[config.mk]
export PLATFORM = sky130hd
export DESIGN_NAME = sorted_window_loss_estimator_top_flat
export DESIGN_NICKNAME = d
export VERILOG_FILES = /design/src/rtl/swle_pkg.sv /design/src/rtl/swle_if.sv /design/src/rtl/swle_cell.sv /design/src/rtl/swle_div.sv /design/src/rtl/sorted_window_loss_estimator_top.sv /design/src/flat_wrapper.sv
export SDC_FILE = /design/constraint.sdc
export NUM_CORES = 1
export LEC_CHECK = 0
export ABC_CLOCK_PERIOD_IN_PS = 3800
export BUFFER_PORTS_ARGS = -buffer_cell sky130_fd_sc_hd__buf_2
export CAP_MARGIN = 20
export CORE_MARGIN = 4
export CORE_UTILIZATION = 55
export DETAILED_ROUTE_END_ITERATION = 16
export GPL_TIMING_DRIVEN = 1
export PLACE_DENSITY = 0.72
export SKIP_LAST_GASP = 1
export SLEW_MARGIN = 20
export SYNTH_ARGS = -nofsm -noshare
export SYNTH_HDL_FRONTEND = slang
export SYNTH_SLANG_ARGS = --single-unit
export TNS_END_PERCENT = 1
[constraint.sdc]
create_clock -name clk_i -period 3.8 [get_ports clk_i]
set_input_delay 0.57 -clock clk_i [delete_from_list [all_inputs] [get_ports clk_i]]
set_output_delay 0.57 -clock clk_i [all_outputs]
set_load 0.02 [all_outputs]
[src/rtl/swle_pkg.sv]
// swle_pkg: shared types and constants of the sorted window loss estimator
// no dependencies; imported by the interfaces and all swle modules

package swle_pkg;

  // payload widths
  localparam int SEQ_W    = 16;
  localparam int SPAN_W   = 16;
  localparam int LOSS_W   = 20;

  // default window depth and fixed-point scale (100 percent in q8)
  localparam int WINDOW_DEPTH_DEF = 16;
  localparam int Q8_SCALE         = 25600;

  // saturation bounds of the loss field
  localparam int LOSS_MIN = -524288;
  localparam int LOSS_MAX = 524287;

  // result status codes
  typedef enum logic [1:0] {
    STATUS_FILLING   = 2'd0,
    STATUS_VALID     = 2'd1,
    STATUS_ZERO_SPAN = 2'd2
  } status_e;

  // control sequencer states
  typedef enum logic [1:0] {
    ST_IDLE,
    ST_CALC,
    ST_DIV,
    ST_HOLD
  } state_e;

  // broadcast control to every window cell
  typedef struct packed {
    logic             load;
    logic             drop;
    logic [SEQ_W-1:0] ins;
  } cell_ctl_t;

endpackage

[src/rtl/swle_if.sv]
// swle_seq_if / swle_res_if: valid/ready channels of the loss estimator
// depends on swle_pkg

interface swle_seq_if import swle_pkg::*; ();
  logic             valid;
  logic             ready;
  logic [SEQ_W-1:0] sequence_number;

  modport source (output valid, output sequence_number, input ready);
  modport sink   (input valid, input sequence_number, output ready);
endinterface

interface swle_res_if import swle_pkg::*; ();
  logic                     valid;
  logic                     ready;
  status_e                  status;
  logic signed [LOSS_W-1:0] loss_percent_q8;
  logic [SPAN_W-1:0]        span;

  modport source (output valid, output status, output loss_percent_q8, output span,
                  input ready);
  modport sink   (input valid, input status, input loss_percent_q8, input span,
                  output ready);
endinterface

[src/rtl/swle_cell.sv]
// swle_cell: one entry of the sorted window, shifts with its neighbors
// depends on swle_pkg

module swle_cell import swle_pkg::*; (
  input  logic             clk_i,
  input  cell_ctl_t        ctl_i,
  input  logic             occ_i,
  input  logic             tail_i,
  input  logic             first_i,
  input  logic [SEQ_W-1:0] left_w_i,
  input  logic             left_gt_i,
  input  logic [SEQ_W-1:0] right_w_i,
  input  logic             right_gt_i,
  output logic [SEQ_W-1:0] w_o,
  output logic             gt_o
);

  logic [SEQ_W-1:0] w_q, w_d;
  logic             gt;

  // stored entry is larger than the incoming number
  assign gt = occ_i && (w_q > ctl_i.ins);

  // next entry: plain insert, or drop smallest then insert
  always_comb begin
    w_d = w_q;
    if (ctl_i.drop) begin
      if (right_gt_i) begin
        w_d = (gt && !first_i) ? w_q : ctl_i.ins;
      end else begin
        w_d = right_w_i;
      end
    end else if (gt || tail_i) begin
      w_d = left_gt_i ? left_w_i : ctl_i.ins;
    end
  end

  always_ff @(posedge clk_i) begin
    if (ctl_i.load) begin
      w_q <= w_d;
    end
  end

  assign w_o  = w_q;
  assign gt_o = gt;

endmodule

[src/rtl/swle_div.sv]
// swle_div: restoring divider of a constant dividend by the window span
// depends on swle_pkg

module swle_div import swle_pkg::*; #(
  parameter int DIVIDEND = Q8_SCALE * WINDOW_DEPTH_DEF,
  parameter int QW       = $clog2(DIVIDEND + 1)
) (
  input  logic              clk_i,
  input  logic              rst_ni,
  input  logic              start_i,
  input  logic [SPAN_W-1:0] divisor_i,
  output logic              busy_o,
  output logic              done_o,
  output logic [QW-1:0]     quot_o,
  output logic              rem_nz_o
);

  localparam int CW = $clog2(QW + 1);

  logic [CW-1:0]     cnt_q, cnt_d;
  logic [SPAN_W-1:0] rem_q, rem_d;
  logic [SPAN_W-1:0] dvs_q;
  logic [QW-1:0]     quot_q, quot_d;
  logic              done_q, done_d;
  logic [SPAN_W:0]   trial;
  logic              ge;

  // one quotient bit per cycle, dividend bits shift out of the top
  assign trial = {rem_q, quot_q[QW-1]};
  assign ge    = trial >= {1'b0, dvs_q};

  always_comb begin
    cnt_d  = cnt_q;
    rem_d  = rem_q;
    quot_d = quot_q;
    done_d = 1'b0;
    if (start_i) begin
      cnt_d  = CW'(QW);
      rem_d  = '0;
      quot_d = QW'(DIVIDEND);
    end else if (cnt_q != '0) begin
      cnt_d  = cnt_q - 1'b1;
      rem_d  = ge ? SPAN_W'(trial - {1'b0, dvs_q}) : SPAN_W'(trial);
      quot_d = {quot_q[QW-2:0], ge};
      done_d = (cnt_q == CW'(1));
    end
  end

  // control counter and done pulse
  always_ff @(posedge clk_i or negedge rst_ni) begin
    if (!rst_ni) begin
      cnt_q  <= '0;
      done_q <= 1'b0;
    end else begin
      cnt_q  <= cnt_d;
      done_q <= done_d;
    end
  end

  // datapath
  always_ff @(posedge clk_i) begin
    rem_q  <= rem_d;
    quot_q <= quot_d;
    if (start_i) begin
      dvs_q <= divisor_i;
    end
  end

  assign busy_o   = cnt_q != '0;
  assign done_o   = done_q;
  assign quot_o   = quot_q;
  assign rem_nz_o = rem_q != '0;

endmodule

[src/rtl/sorted_window_loss_estimator_top.sv]
// Sorted window packet loss estimator. Each transfer on in_i carries one
// sequence number; a row of WINDOW_DEPTH cells keeps the accepted numbers in
// ascending order and takes the insertion (dropping the smallest once full)
// in the cycle of the transfer. The next cycle reads span = max - min; with a
// full window and a nonzero span a restoring divider forms
// 25600*WINDOW_DEPTH/span, one quotient bit a cycle, and the loss is 25600
// minus that quotient, i.e. 25600*(span-WINDOW_DEPTH)/span. An item passes
// from the idle state through the calc state, the divider state only when
// the division runs, and the hold state. A finished result waits in an output
// register, so the next number is taken while it is still pending; numbers
// are taken only in the idle state. No clearing pass is needed after reset.
// depends on swle_pkg, swle_if, swle_cell, swle_div

module sorted_window_loss_estimator_top import swle_pkg::*; #(
  parameter int WINDOW_DEPTH = WINDOW_DEPTH_DEF
) (
  input  logic       clk_i,
  input  logic       rst_ni,
  swle_seq_if.sink   in_i,
  swle_res_if.source out_o
);

  localparam int CNT_W    = $clog2(WINDOW_DEPTH + 1);
  localparam int DIVIDEND = Q8_SCALE * WINDOW_DEPTH;
  localparam int XW       = $clog2(DIVIDEND + 1);
  localparam int LW       = XW + 2;
  localparam int SW       = (LW > LOSS_W) ? LW : LOSS_W;

  state_e            state_q, state_d;
  logic [CNT_W-1:0]  cnt_q, cnt_d;
  logic [SEQ_W-1:0]  max_q, max_d;
  logic [SPAN_W-1:0] span_q, span_calc;
  status_e           status_q, status_calc;
  logic              full, accept, in_ready, div_start, res_load, out_free;
  cell_ctl_t         ctl;

  logic [SEQ_W-1:0]        cw [WINDOW_DEPTH];
  logic [WINDOW_DEPTH-1:0] cgt;

  logic              div_busy, div_done, rem_nz;
  logic [XW-1:0]     quot;
  logic [XW:0]       qadj;
  logic signed [LW-1:0] loss_wide;
  logic signed [SW-1:0] loss_ext, loss_sat;
  logic signed [LOSS_W-1:0] loss_res;

  logic                     out_valid_q;
  status_e                  out_status_q;
  logic signed [LOSS_W-1:0] out_loss_q;
  logic [SPAN_W-1:0]        out_span_q;

  assign full     = cnt_q == CNT_W'(WINDOW_DEPTH);
  assign accept   = in_i.valid && in_ready;
  assign out_free = !out_valid_q || out_o.ready;

  // fill count and running maximum
  always_comb begin
    cnt_d = cnt_q;
    max_d = max_q;
    if (accept) begin
      if (!full) begin
        cnt_d = cnt_q + 1'b1;
      end
      if (cnt_q == '0 || in_i.sequence_number > max_q) begin
        max_d = in_i.sequence_number;
      end
    end
  end

  // broadcast to the cell row
  assign ctl.load = accept;
  assign ctl.drop = full;
  assign ctl.ins  = in_i.sequence_number;

  // row of window cells, each linked to its neighbors; the end cells see the input
  for (genvar i = 0; i < WINDOW_DEPTH; i++) begin : g_cell
    logic [SEQ_W-1:0] left_w, right_w;
    logic             left_gt, right_gt;

    if (i == 0) begin : g_first
      assign left_w  = in_i.sequence_number;
      assign left_gt = 1'b0;
    end else begin : g_mid_l
      assign left_w  = cw[i-1];
      assign left_gt = cgt[i-1];
    end

    if (i == WINDOW_DEPTH - 1) begin : g_last
      assign right_w  = in_i.sequence_number;
      assign right_gt = 1'b1;
    end else begin : g_mid_r
      assign right_w  = cw[i+1];
      assign right_gt = cgt[i+1];
    end

    swle_cell u_cell (
      .clk_i      (clk_i),
      .ctl_i      (ctl),
      .occ_i      (cnt_q > CNT_W'(i)),
      .tail_i     (cnt_q == CNT_W'(i)),
      .first_i    (i == 0),
      .left_w_i   (left_w),
      .left_gt_i  (left_gt),
      .right_w_i  (right_w),
      .right_gt_i (right_gt),
      .w_o        (cw[i]),
      .gt_o       (cgt[i])
    );
  end

  // span and status of the updated window
  assign span_calc = max_q - cw[0];

  always_comb begin
    if (!full) begin
      status_calc = STATUS_FILLING;
    end else if (span_calc == '0) begin
      status_calc = STATUS_ZERO_SPAN;
    end else begin
      status_calc = STATUS_VALID;
    end
  end

  // next state
  always_comb begin
    state_d = state_q;
    case (state_q)
      ST_IDLE: begin
        if (accept) state_d = ST_CALC;
      end
      ST_CALC: begin
        state_d = (status_calc == STATUS_VALID) ? ST_DIV : ST_HOLD;
      end
      ST_DIV: begin
        if (div_done) state_d = ST_HOLD;
      end
      ST_HOLD: begin
        if (out_free) state_d = ST_IDLE;
      end
      default: state_d = ST_IDLE;
    endcase
  end

  // sequencer outputs
  always_comb begin
    in_ready  = 1'b0;
    div_start = 1'b0;
    res_load  = 1'b0;
    case (state_q)
      ST_IDLE: in_ready  = 1'b1;
      ST_CALC: div_start = status_calc == STATUS_VALID;
      ST_HOLD: res_load  = out_free;
      default: ;
    endcase
  end

  swle_div #(
    .DIVIDEND (DIVIDEND),
    .QW       (XW)
  ) u_div (
    .clk_i     (clk_i),
    .rst_ni    (rst_ni),
    .start_i   (div_start),
    .divisor_i (span_calc),
    .busy_o    (div_busy),
    .done_o    (div_done),
    .quot_o    (quot),
    .rem_nz_o  (rem_nz)
  );

  // loss = 25600 - ceil or floor of dividend/span, truncated toward zero
  assign qadj      = {1'b0, quot}
                   + (XW + 1)'(rem_nz && (span_q >= SPAN_W'(WINDOW_DEPTH)));
  assign loss_wide = $signed(LW'(Q8_SCALE)) - $signed({1'b0, qadj});
  assign loss_ext  = SW'(loss_wide);

  always_comb begin
    if (loss_ext < $signed(SW'(LOSS_MIN))) begin
      loss_sat = SW'(LOSS_MIN);
    end else if (loss_ext > $signed(SW'(LOSS_MAX))) begin
      loss_sat = SW'(LOSS_MAX);
    end else begin
      loss_sat = loss_ext;
    end
  end

  assign loss_res = (status_q == STATUS_VALID) ? LOSS_W'(loss_sat) : '0;

  // control registers
  always_ff @(posedge clk_i or negedge rst_ni) begin
    if (!rst_ni) begin
      state_q     <= ST_IDLE;
      cnt_q       <= '0;
      out_valid_q <= 1'b0;
    end else begin
      state_q <= state_d;
      cnt_q   <= cnt_d;
      if (res_load) begin
        out_valid_q <= 1'b1;
      end else if (out_o.ready) begin
        out_valid_q <= 1'b0;
      end
    end
  end

  // payload registers
  always_ff @(posedge clk_i) begin
    max_q <= max_d;
    if (state_q == ST_CALC) begin
      span_q   <= span_calc;
      status_q <= status_calc;
    end
    if (res_load) begin
      out_status_q <= status_q;
      out_loss_q   <= loss_res;
      out_span_q   <= span_q;
    end
  end

  assign in_i.ready            = in_ready;
  assign out_o.valid           = out_valid_q;
  assign out_o.status          = out_status_q;
  assign out_o.loss_percent_q8 = out_loss_q;
  assign out_o.span            = out_span_q;

  // no new number is taken while a division is in flight
  a_no_accept_in_div: assert property (@(posedge clk_i) disable iff (!rst_ni)
    accept |-> !div_busy)
    else $error("input transfer while divider busy");

  // a full window stays full after another transfer
  a_full_stays: assert property (@(posedge clk_i) disable iff (!rst_ni)
    (accept && full) |=> full)
    else $error("fill count left full window");

  // fill count never passes the window depth
  a_cnt_range: assert property (@(posedge clk_i) disable iff (!rst_ni)
    cnt_q <= CNT_W'(WINDOW_DEPTH))
    else $error("fill count beyond window depth");

  // a valid estimate always has a nonzero span
  a_valid_span: assert property (@(posedge clk_i) disable iff (!rst_ni)
    (out_valid_q && out_status_q == STATUS_VALID) |-> out_span_q != '0)
    else $error("valid estimate with zero span");

endmodule
[src/flat_wrapper.sv]
// flat-port wrapper written by rule: the top's interface ports become plain ports
module sorted_window_loss_estimator_top_flat import swle_pkg::*;
#(
  parameter int WINDOW_DEPTH = WINDOW_DEPTH_DEF
)
  (clk_i, rst_ni, in_i_valid, in_i_sequence_number, in_i_ready, out_o_valid, out_o_status, out_o_loss_percent_q8, out_o_span, out_o_ready);
  swle_seq_if in_i_i ();
  swle_res_if out_o_i ();
  input  logic clk_i;
  input  logic rst_ni;
  input wire logic [$bits(in_i_i.valid)-1:0] in_i_valid;
  input wire logic [$bits(in_i_i.sequence_number)-1:0] in_i_sequence_number;
  output wire logic [$bits(in_i_i.ready)-1:0] in_i_ready;
  output wire logic [$bits(out_o_i.valid)-1:0] out_o_valid;
  output wire logic [$bits(out_o_i.status)-1:0] out_o_status;
  output wire logic [$bits(out_o_i.loss_percent_q8)-1:0] out_o_loss_percent_q8;
  output wire logic [$bits(out_o_i.span)-1:0] out_o_span;
  input wire logic [$bits(out_o_i.ready)-1:0] out_o_ready;
  assign in_i_i.valid = in_i_valid;
  assign in_i_i.sequence_number = in_i_sequence_number;
  assign in_i_ready = in_i_i.ready;
  assign out_o_valid = out_o_i.valid;
  assign out_o_status = out_o_i.status;
  assign out_o_loss_percent_q8 = out_o_i.loss_percent_q8;
  assign out_o_span = out_o_i.span;
  assign out_o_i.ready = out_o_ready;
  sorted_window_loss_estimator_top #(.WINDOW_DEPTH(WINDOW_DEPTH)) u_core (.clk_i(clk_i), .rst_ni(rst_ni), .in_i(in_i_i), .out_o(out_o_i));
endmodule
==> impl_metrics.py <==
metrics = {
    "critical_path": {
        "cp-end-kind": "flop",
        "start_kind": "flop",
        "arrival_ns": 4.08,
        "cp_common_cell": "ha_1",
        "critPathMaxStageDelay_ns": 0.45,
        "required_ns": 4.23,
        "ff2ff_path_depth": 15,
        "cp_max_fo": 19,
        "worstSetupPathType": "reg2reg",
        "crit_buf_inv": 1,
        "rr_endpoint": "u_core.out_o.loss_percent_q8[18]$_SDFFCE_PP0P_",
        "r2r_slack_ns": 0.14,
        "path_cells": "nor4_1 > nand4_1 > nand2_1 > ha_1 > ha_1 > inv_1 > ha_1 > o21bai_2 > a221oi_4 > o211ai_2 > a2111oi_0 > nor3_1 > xnor2_1 > a211o_4 > a31oi_1",
        "critical_path.slowest_cell": "a211o_4",
        "reg2reg_from": "u_core.u_div.rem_q[7]$_SDFFE_PP0P_",
        "path_delay_family": "compound AO/OA/AOI/OAI gates",
    },
    "die": {
        "ios": 60,
        "start_util": 0.557,
        "dieHeight_um": 239,
        "die_x_um": 239,
        "core_um2": 52700,
        "rows": 84,
        "die-area_um2": 57100,
    },
    "detailed_routing": {
        "postRouteAntennaNets": 0,
        "vias": 24400,
        "drtIter0Drc": 2395,
        "avgViaCountPerCell": 6.52,
        "avgRoutedWirePerCell_um": 23.1,
        "first_pass_iters": 8,
        "totalWireLength_um": 86600,
        "remaining_drc_errors": 0,
    },
    "layout": {
        "nets": 3381,
        "fin_cells": 3749,
        "post-route-util": 0.623,
        "drive_gt1_frac": 0.130,
        "syn2layout_area_growth_pct": 11.8,
    },
    "logic_synthesis": {
        "synthArstFlopShare": 0.0356,
        "synth_edf_count": 344,
        "yosysWarnings": 0,
        "yosys.area.top_type": "edfxtp_1",
        "synth_nets": 3309,
        "synth.cell_area_um2": 29300,
        "ys_types": 87,
        "synth_commonest_cells": "edfxtp_1, ha_1, o21ai_0",
        "synth_area_leaders": "edfxtp_1, ha_1, mux2i_1",
        "synth_seq_cells": 393,
        "seq_area_frac_synth": 0.388,
        "postSynthCellCount": 2949,
        "synth_top_area_frac": 0.352,
        "yosysMostFrequentCell": "edfxtp_1",
        "ys.flop_type": "edfxtp_1",
        "syn_avg_cell_area_um2": 9.95,
    },
    "cts": {
        "cts.clk_slew.worst_paths_ns": 0.06,
        "htree_levels": 2,
        "cts_tree": "done",
        "ctsRootBufferMaster": "clkbuf_16",
        "cts_buffers": 47,
        "insertion_delay_ns": 0.59,
        "postCtsSetupBuffers": 0,
        "clock_path_buffers": 3,
        "clkSinkCount": 393,
    },
    "global_routing": {
        "grt_max_degree": 95,
        "grt_pass1_wl_um": 134000,
        "first_global_vias": 23900,
        "antenna_found_initial": 1,
        "grt-ovfl-total": 0,
        "grtUsageMet3": 0.0474,
        "top_usage_layer": "met2",
        "met1_usage": 0.385,
        "grt.met2_usage": 0.486,
        "grtUsageTotal": 0.294,
    },
    "timing": {
        "setup-violations-final": 0,
        "slew_headroom": 0.262,
        "slew_viol_final": 0,
        "whs_ns": 0.313,
        "skew_ns": 0.0144,
        "fin_crit_sh": 0.962,
        "fin_setup_tns_ns": 0,
        "finalHoldViolations": 0,
        "period_minus_slack_ns": 3.66,
        "fmax_ghz": 0.274,
        "tightest_slew_ns": 1.10,
    },
    "placed_design": {
        "dp_cells": 3659,
        "routabilityCongestion": 0.952,
        "dpl.hpwl_um": 62100,
        "port_buffers": 59,
    },
    "min_path": {
        "min_to": "u_core.out_o.valid$_DFFE_PN0P_",
        "whs_path_depth": 3,
        "hold_path.class": "in2reg",
        "hold_start": "out_o_ready",
    },
    "run": {
        "drv_cap": 0,
    },
    "power_and_ir_drop": {
        "p_leak_nw": 13.4,
        "power_density_nw_per_um2": 591,
        "ir_drop_mv": 0.412,
        "finalPower_w": 0.0194,
    },
    "outcome": {
        "status": "complete, no violations",
    },
}
## worst min-delay path: stages
cell and delay, ns:
buf_2 0.07, nand2b_1 0.14, nand2_1 0.07
## cells in the final DEF (no fill, tap or decap), types with 13 or more instances in the layout
cell type | synthesis | routed
edfxtp_1 | 344 | 344
ha_1 | 338 | 338
o21ai_0 | 264 | 263
nor2_1 | 255 | 253
a21oi_1 | 244 | 242
mux2i_1 | 223 | 223
inv_1 | 145 | 145
a21o_1 | 114 | 114
buf_4 | 1 | 109
nand2_1 | 93 | 93
mux2_2 | 92 | 92
nor3_1 | 76 | 74
buf_2 | 27 | 59
a211oi_1 | 59 | 58
nand4_1 | 52 | 52
clkbuf_16 | 0 | 49
nand3_1 | 47 | 46
o21a_1 | 45 | 45
a211o_1 | 42 | 41
dfxtp_1 | 35 | 35
xnor2_1 | 27 | 27
nor2b_1 | 23 | 23
buf_12 | 0 | 20
a221o_1 | 18 | 18
nor4_1 | 20 | 17
nand2b_1 | 17 | 17
o211ai_1 | 17 | 17
o2bb2ai_1 | 17 | 17
a31oi_1 | 19 | 16
dfrtp_1 | 14 | 14
xor2_1 | 13 | 13
## metrics by stage
step | setup WS (ns) | area, um^2
2_1_floorplan | -0.136 | 29300
3_3_place_gp | -0.0192 | 31200
6_report | 0.144 | 32800
3_5_place_dp | -0.0664 | 31200
5_1_grt | -0.0373 | 32800
4_1_cts | 0.0211 | 32700
## sequential cells by signal, indices dropped and copies added (netlist names)
signal	cells
u_core.g_cell.u_cell.w_o	256
u_core.out_o.loss_percent_q8	20
u_core.u_div.quot_o	19
u_core.max_q	16
u_core.out_o.span	16
u_core.span_q	16
u_core.u_div.dvs_q	16
u_core.u_div.rem_q	16
u_core.cnt_q	5
u_core.u_div.cnt_q	5
u_core.out_o.status	2
u_core.state_q	2
u_core.status_q	2
u_core.out_o.valid	1
u_core.u_div.done_o	1
## worst max-delay path by stage
stage                                                   from  slack [ns]  cells past startpoint                                              to
final                     u_core.u_div.rem_q[7]$_SDFFE_PP0P_        0.14                     15  u_core.out_o.loss_percent_q8[18]$_SDFFCE_PP0P_
after floorplan                      in_i_sequence_number[4]       -0.14                     10        u_core.g_cell[7].u_cell.w_o[0]$_DFFE_PP_
after CTS                 u_core.u_div.rem_q[6]$_SDFFE_PP0P_        0.02                     15  u_core.out_o.loss_percent_q8[18]$_SDFFCE_PP0P_
after global placement    u_core.u_div.rem_q[2]$_SDFFE_PP0P_       -0.02                     15   u_core.out_o.loss_percent_q8[7]$_SDFFCE_PP0P_
after detailed placement             in_i_sequence_number[4]       -0.07                     12        u_core.g_cell[5].u_cell.w_o[3]$_DFFE_PP_
after global routing      u_core.u_div.rem_q[2]$_SDFFE_PP0P_       -0.04                     15  u_core.out_o.loss_percent_q8[18]$_SDFFCE_PP0P_
## metal layers
| metal | wire length (um) | vias to the layer above |
|---|---|---|
| met1 | 35500 | 11800 |
| met2 | 40400 | 1056 |
| met5 | 0 | - |
| met4 | 3890 | 0 |
| met3 | 6730 | 214 |
| li1 | - | 11400 |
## power breakdown
group	internal [W]	switching, W	total [W]
logic	0.00337	0.00502	0.00840
registers	0.00583	0.000593	0.00642
clock network	0.00263	0.00192	0.00454
total	0.0118	0.00753	0.0194
## final cells by class
cell class | count | area [um^2]
sequential | 393 | 11400
fill | 4267 | 19900
clock inverter | 26 | 223
timing repair buffer | 189 | 1520
inverter | 147 | 552
multi-input combinational | 2243 | 16900
tap | 688 | 861
clock buffer | 61 | 1300
antenna | 2 | 5.00
## timing repair
action,CTS,global route
setup endpoints to repair,19,19
hold buffers,1,0
gates resized for setup,1,8
hold endpoints to repair,14,0
pin swaps,0,2
## cell families after synthesis
kind of cell	share of synthesized area
AO/OA/AOI/OAI	0.198
XOR/XNOR	0.0119
adder cells (fa/ha/maj)	0.146
buffers and inverters	0.0418
flip-flops	0.388
multiplexers	0.111
AND/OR/NAND/NOR	0.103
Note: power is estimated with default switching activity, not from simulation.
